### config.mk
export PLATFORM = sky130hd
export DESIGN_NAME = sstn_cell
export DESIGN_NICKNAME = d
export VERILOG_FILES = /design/src/rtl/sstn_pkg.sv /design/src/rtl/sstn_cell.sv
export SDC_FILE = /design/constraint.sdc
export NUM_CORES = 1
export LEC_CHECK = 0
export ABC_AREA = 1
export BUFFER_PORTS_ARGS = -buffer_cell sky130_fd_sc_hd__buf_2
export CAP_MARGIN = 20
export CORE_AREA = 2 2 164 166
export CTS_CLUSTER_DIAMETER = 200
export CTS_CLUSTER_SIZE = 12
export DETAILED_ROUTE_END_ITERATION = 6
export DIE_AREA = 0 0 166 168
export PLACE_DENSITY = 0.6
export SLEW_MARGIN = 20
export SYNTH_ARGS = -nofsm -noshare
export SYNTH_HDL_FRONTEND = slang
export SYNTH_SLANG_ARGS = --single-unit
### constraint.sdc
create_clock -name clk_i -period 5.19 [get_ports clk_i]
set_input_delay 0.2595 -clock clk_i [delete_from_list [all_inputs] [get_ports clk_i]]
set_output_delay 0.2595 -clock clk_i [all_outputs]
set_load 0.03 [all_outputs]
### src/rtl/sstn_pkg.sv
// Package for the sorted score table: entry and result types, status and
// action codes, the capacity default and the name canonicalization function.
// No dependencies.
`default_nettype none

package sstn_pkg;

  localparam int unsigned CAPACITY_DEF = 64;

  localparam logic ACT_ADD   = 1'b0;
  localparam logic ACT_QUERY = 1'b1;

  typedef enum logic [2:0] {
    STATUS_INSERTED  = 3'd0,
    STATUS_DUPLICATE = 3'd1,
    STATUS_FULL      = 3'd2,
    STATUS_MATCH     = 3'd3,
    STATUS_NOMATCH   = 3'd4
  } status_e;

  typedef struct packed {
    logic [63:0] head;
    logic [7:0]  tail;
  } name_t;

  typedef struct packed {
    logic signed [31:0] score;
    name_t              name;
  } entry_t;

  // Per-cycle command shared by every cell of the row.
  typedef struct packed {
    logic rotate;
    logic insert;
  } cell_ctrl_t;

  typedef struct packed {
    status_e status;
    name_t   self_name;
    logic    has_prev;
    name_t   prev_name;
    logic    has_next;
    name_t   next_name;
    logic    last;
  } result_t;

  // Zero every byte from the first zero byte onward.
  function automatic name_t canon_name(logic [63:0] head, logic [7:0] tail);
    name_t res;
    logic  ended;
    ended = 1'b0;
    res.head = '0;
    for (int i = 0; i < 8; i++) begin
      if (head[63-8*i -: 8] == 8'd0) begin
        ended = 1'b1;
      end
      if (!ended) begin
        res.head[63-8*i -: 8] = head[63-8*i -: 8];
      end
    end
    res.tail = ended ? 8'd0 : tail;
    return res;
  endfunction

endpackage

`default_nettype wire

### src/rtl/sstn_cell.sv
// One cell of the table row: holds a single entry, takes its right
// neighbor's entry on rotate, and opens a slot on insert. Uses sstn_pkg.
`default_nettype none

module sstn_cell #(
  parameter int unsigned Index = 0,
  parameter int unsigned PosW  = 7
) (
  input  wire                       clk_i,
  input  wire sstn_pkg::cell_ctrl_t ctrl_i,
  input  wire [PosW-1:0]            pos_i,
  input  wire sstn_pkg::entry_t     from_right_i,
  input  wire sstn_pkg::entry_t     from_left_i,
  input  wire sstn_pkg::entry_t     new_i,
  output sstn_pkg::entry_t          entry_o
);

  localparam logic [PosW-1:0] MyIdx = PosW'(Index);

  sstn_pkg::entry_t entry_q;
  sstn_pkg::entry_t entry_d;

  always_comb begin
    entry_d = entry_q;
    if (ctrl_i.rotate) begin
      entry_d = from_right_i;
    end else if (ctrl_i.insert) begin
      if (MyIdx == pos_i) begin
        entry_d = new_i;
      end else if (MyIdx > pos_i) begin
        entry_d = from_left_i;
      end
    end
  end

  always_ff @(posedge clk_i) begin
    entry_q <= entry_d;
  end

  assign entry_o = entry_q;

endmodule

`default_nettype wire

# == Yosys cells after proc, flatten, opt, wreduce, memory -nomap -nowiden ==
# Index checks and enable logic that the tools add are counted.
# totals
ff_bits,104
input_bits,322
# classes
muxes,4
magnitude_cmp,1
reduce_logical,4
# ops
op,n
$mux W104,4
$gt A1 B7 Y1 const A,1
$logic_not A7 Y1,1
$reduce_bool A3 Y1,1
$reduce_and A2 Y1,1
$reduce_bool A2 Y1,1

# == Depth between registers and ports, before layout ==
# depth
depth_word,5
mapped_depth,8
ltp_nobuf,6

# == Worst setup path after synthesis ==
# No wires, ideal clock.
# synth_timing
path_type,input-to-reg
startpoint,input pos_i[3]
endpoint,"register entry_q, in the netlist entry_o[0], enable pin"
slack_ns,1.590
path_stages,7
required_ns,4.724
path_buffers,2
arrival_ns,3.134
path_cell_list,nor2_1 > nand2_2 > inv_2 > buf_6 > buf_6 > nand3_1 > nand2_1
# synth_between
elab_chain_len,3
elab_cells_between_ends,4
cone_classes,1 x order compare; 3 x reduce/logical
# synth_rtl
element,line,source
start: declaration,sstn_cell.sv:11,"input wire [PosW-1:0] pos_i,"
$gt A1 B7 Y1 or $logic_not A7 Y1 (tied branches),"sstn_cell.sv:30, sstn_cell.sv:28",
$reduce_bool A3 Y1 (no line) (*),n/a,
$reduce_and A2 Y1 (no line) (*),n/a,
end signal: assignment,sstn_cell.sv:37,entry_q <= entry_d;
end: declaration,sstn_cell.sv:20,sstn_pkg::entry_t entry_q;
# Mark *: on every way between the ends. The rest lies on a longest branch, timed or not.
# A chain may end at the register's enable or synchronous reset.

# == Final worst setup path ==
# layout_timing
startpoint,input pos_i[3]
endpoint,"register entry_q, in the netlist entry_o[36], enable pin"
# The elaborated chain is that of the path after synthesis.

==> summary.txt <==
Floorplan
  • Core Rows: 60
  • Die Y: 168 um
  • Initial Util: 25.60%
  • Die Width: 166 um
  • Core area: 26350 um2
  • Num ports: 426
  • Die ar.: 27890 um2

Worst setup path
  • Crit. Startpoint: pos_i[3]
  • Delay-heaviest family, CP: buffers and inverters
  • Slowest-stage cell, CP: buf_4
  • CP Depth: 7
  • CP bufs+invs: 3
  • Startpoint Class: primary input
  • Worst Setup End Kind: flop
  • Top cell by count, worst path: nand2_4
  • Worst-path maximum fanout: 56
  • Crit path largest cell delay: 0.65 ns
  • Critical path type: primary input to flop
  • Critical path cell sequence: buf_2, nor2_1, nand2_4, inv_4, nand3_1, nand2_4, buf_4
  • CP required: 5.17 ns
  • Critical path arrival: 2.99 ns
  • Crit path to: entry_o[36]$_DFFE_PP_

Timing
  • Worst slew pin tran: 0.7870 ns
  • Max Freq: 332.4 MHz
  • RSZ-0062 raised after global routing: false
  • Final Cycle Share: 57.97%
  • Final Hold Viols: 0
  • Slew Viols, Final: 0
  • TNS Setup: 0 ns
  • Max transition margin: 47.53%
  • Period minus WS final: 3.008 ns
  • Final setup fails: 0

Final layout
  • Max reg flops: 104
  • Layout cell share with drive strength beyond 1: 36.01%
  • Nets@finish: 1613
  • Commonest non-fill, non-tap cell in the layout: buf_2
  • Commonest non-fill, non-tap cells in the layout: 424 x buf_2, 209 x nand2_1, 208 x inv_1
  • Layout fillers: 2894
  • Area Overhead vs Synth: 37.84%
  • Final core utilization: 35.28%

Drt
  • Drt drc: 3
  • DR vias/cell: 4.604
  • Routed Antenna Nets: 0
  • 1st-pass router iterations: 7
  • WL/cell: 15.37 um
  • Initial DRC count: 469
  • Vias: 7537
  • WL final: 25160 um

Synth
  • Post-Syn Area per Cell: 7.388 um2
  • Distinct cells, synth: 16
  • Sequential share of the synthesized area: 46.30%
  • Warnings from Yosys: 0
  • Post-Syn Nets: 1235
  • Syn Inst Count: 913
  • Post-Synthesis Cell Area: 6745 um2
  • FF+latch count, synth: 104

Power
  • Cell Pwr Density: 249.1 nW/um2
  • Peak supply drop: 165.7 uV
  • Leakage power: 5.038 nW

Worst hold path
  • HP Start: from_right_i[25]
  • Worst min path class: primary input to flop

Clock network
  • Hold_buf cts: 0
  • Number of gates resized after cts: 0
  • Htree depth: 3
  • CTS sink count: 104
  • CTS max path bufs: 2
  • Total CTS buffers: 9
  • Clk root buf: clkbuf_16
  • CTS clk-pin slew, worst paths: 0.08 ns
  • Post-CTS Setup Inserts: 0
  • TritonCTS clock tree: built

Place
  • Port bufs: 425
  • GP Congestion: 0.8205
  • Hpwl dp: 18350 um

GRT
  • Global-route wire length before repair: 38480 um
  • Initial antenna violation count: 3
  • Largest net degree at the start of global routing: 64
  • GRT Util Overall: 17.36%
  • Global route overflow: 0
  • Vias in the first global route: 7225

Run status
  • Failing checks: DRC
  • Status: complete, but fails checks

Job
  • MaxCap Viol Count: 0
[through the flow]
stage	std cells	hold slack [ns]	total power, W	setup WS, ns	area, um2
finish	1637	0.1788	0.002316	2.182	9298
floorplan	913	0.4412	0.001398	1.590	6745
global placement	1621	0.5296	0.001646	1.765	9009
detailed placement	1621	0.5346	0.001649	1.666	9009
CTS	1635	0.1558	0.002353	2.066	9293
global route	1637	0.1681	0.002430	1.892	9298
[where the power goes]
part	switching, W	leakage [nW]	internal (W)	total (W)
Clock	0.000318	0.135	0.000373	0.000692
Sequential	0.0000217	1.01	0.00102	0.00104
Combinational	0.000389	3.89	0.000195	0.000584
[worst min-delay path, cell delays in order]
cell and delay [ns]:
buf_2 0.07, nand2_1 0.04, nand2_1 0.05
[cell type report]
type | instances | area (um2) | share of cell area (%)
multi-input combinational | 529 | 2457 | 26.43
antenna | 2 | 5.005 | 0.05383
clock inverter | 4 | 55.05 | 0.5921
clock buffer | 10 | 229.0 | 2.463
tap | 341 | 426.7 | 4.589
timing repair buffer | 434 | 2197 | 23.63
sequential | 104 | 3123 | 33.59
inverter | 213 | 804.5 | 8.653
[layer usage]
| layer | track usage, % | share of wire, % | vias to the layer above |
|---|---|---|---|
| li1 | - | - | 3642 |
| met1 | 20.79 | 40 | 3438 |
| met2 | 29.86 | 48 | 414 |
| met3 | 4.631 | 8.7 | 41 |
| met4 | 6.578 | 2.9 | 2 |
| met5 | 0 | 0.052 | - |
[cell usage after synthesis]
master    instances  area [um2]
nand3_2          10       100.1
o21ai_0          44       220.2
nor2_1            3       11.26
buf_8             1       15.01
nor2_4            1       11.26
nand2_1         210       788.3
nand2_2           2       12.51
inv_1           208       780.8
clkbuf_1         22       82.58
buf_2            30       150.1
nand3_1         199       996.0
buf_6             8       90.09
buf_4             6       45.04
o21ai_1          60       300.3
inv_2             5       18.77
edfxtp_1        104        3123
[kinds of logic after synthesis]
logic type | share of synthesized area, %
simple gates | 28.45
buf+inv | 17.53
flops | 46.30
compound gates | 7.717
[worst min path at each step]
stage                             end  slack [ns]  depth (start not counted)
2_1_floorplan  entry_o[102]$_DFFE_PP_        0.44                          2
3_3_place_gp    entry_o[44]$_DFFE_PP_        0.53                          3
3_5_place_dp    entry_o[44]$_DFFE_PP_        0.53                          3
4_1_cts         entry_o[90]$_DFFE_PP_        0.16                          3
5_1_grt         entry_o[91]$_DFFE_PP_        0.17                          3
6_report        entry_o[25]$_DFFE_PP_        0.18                          3
Power figures use the tool's default switching activity.
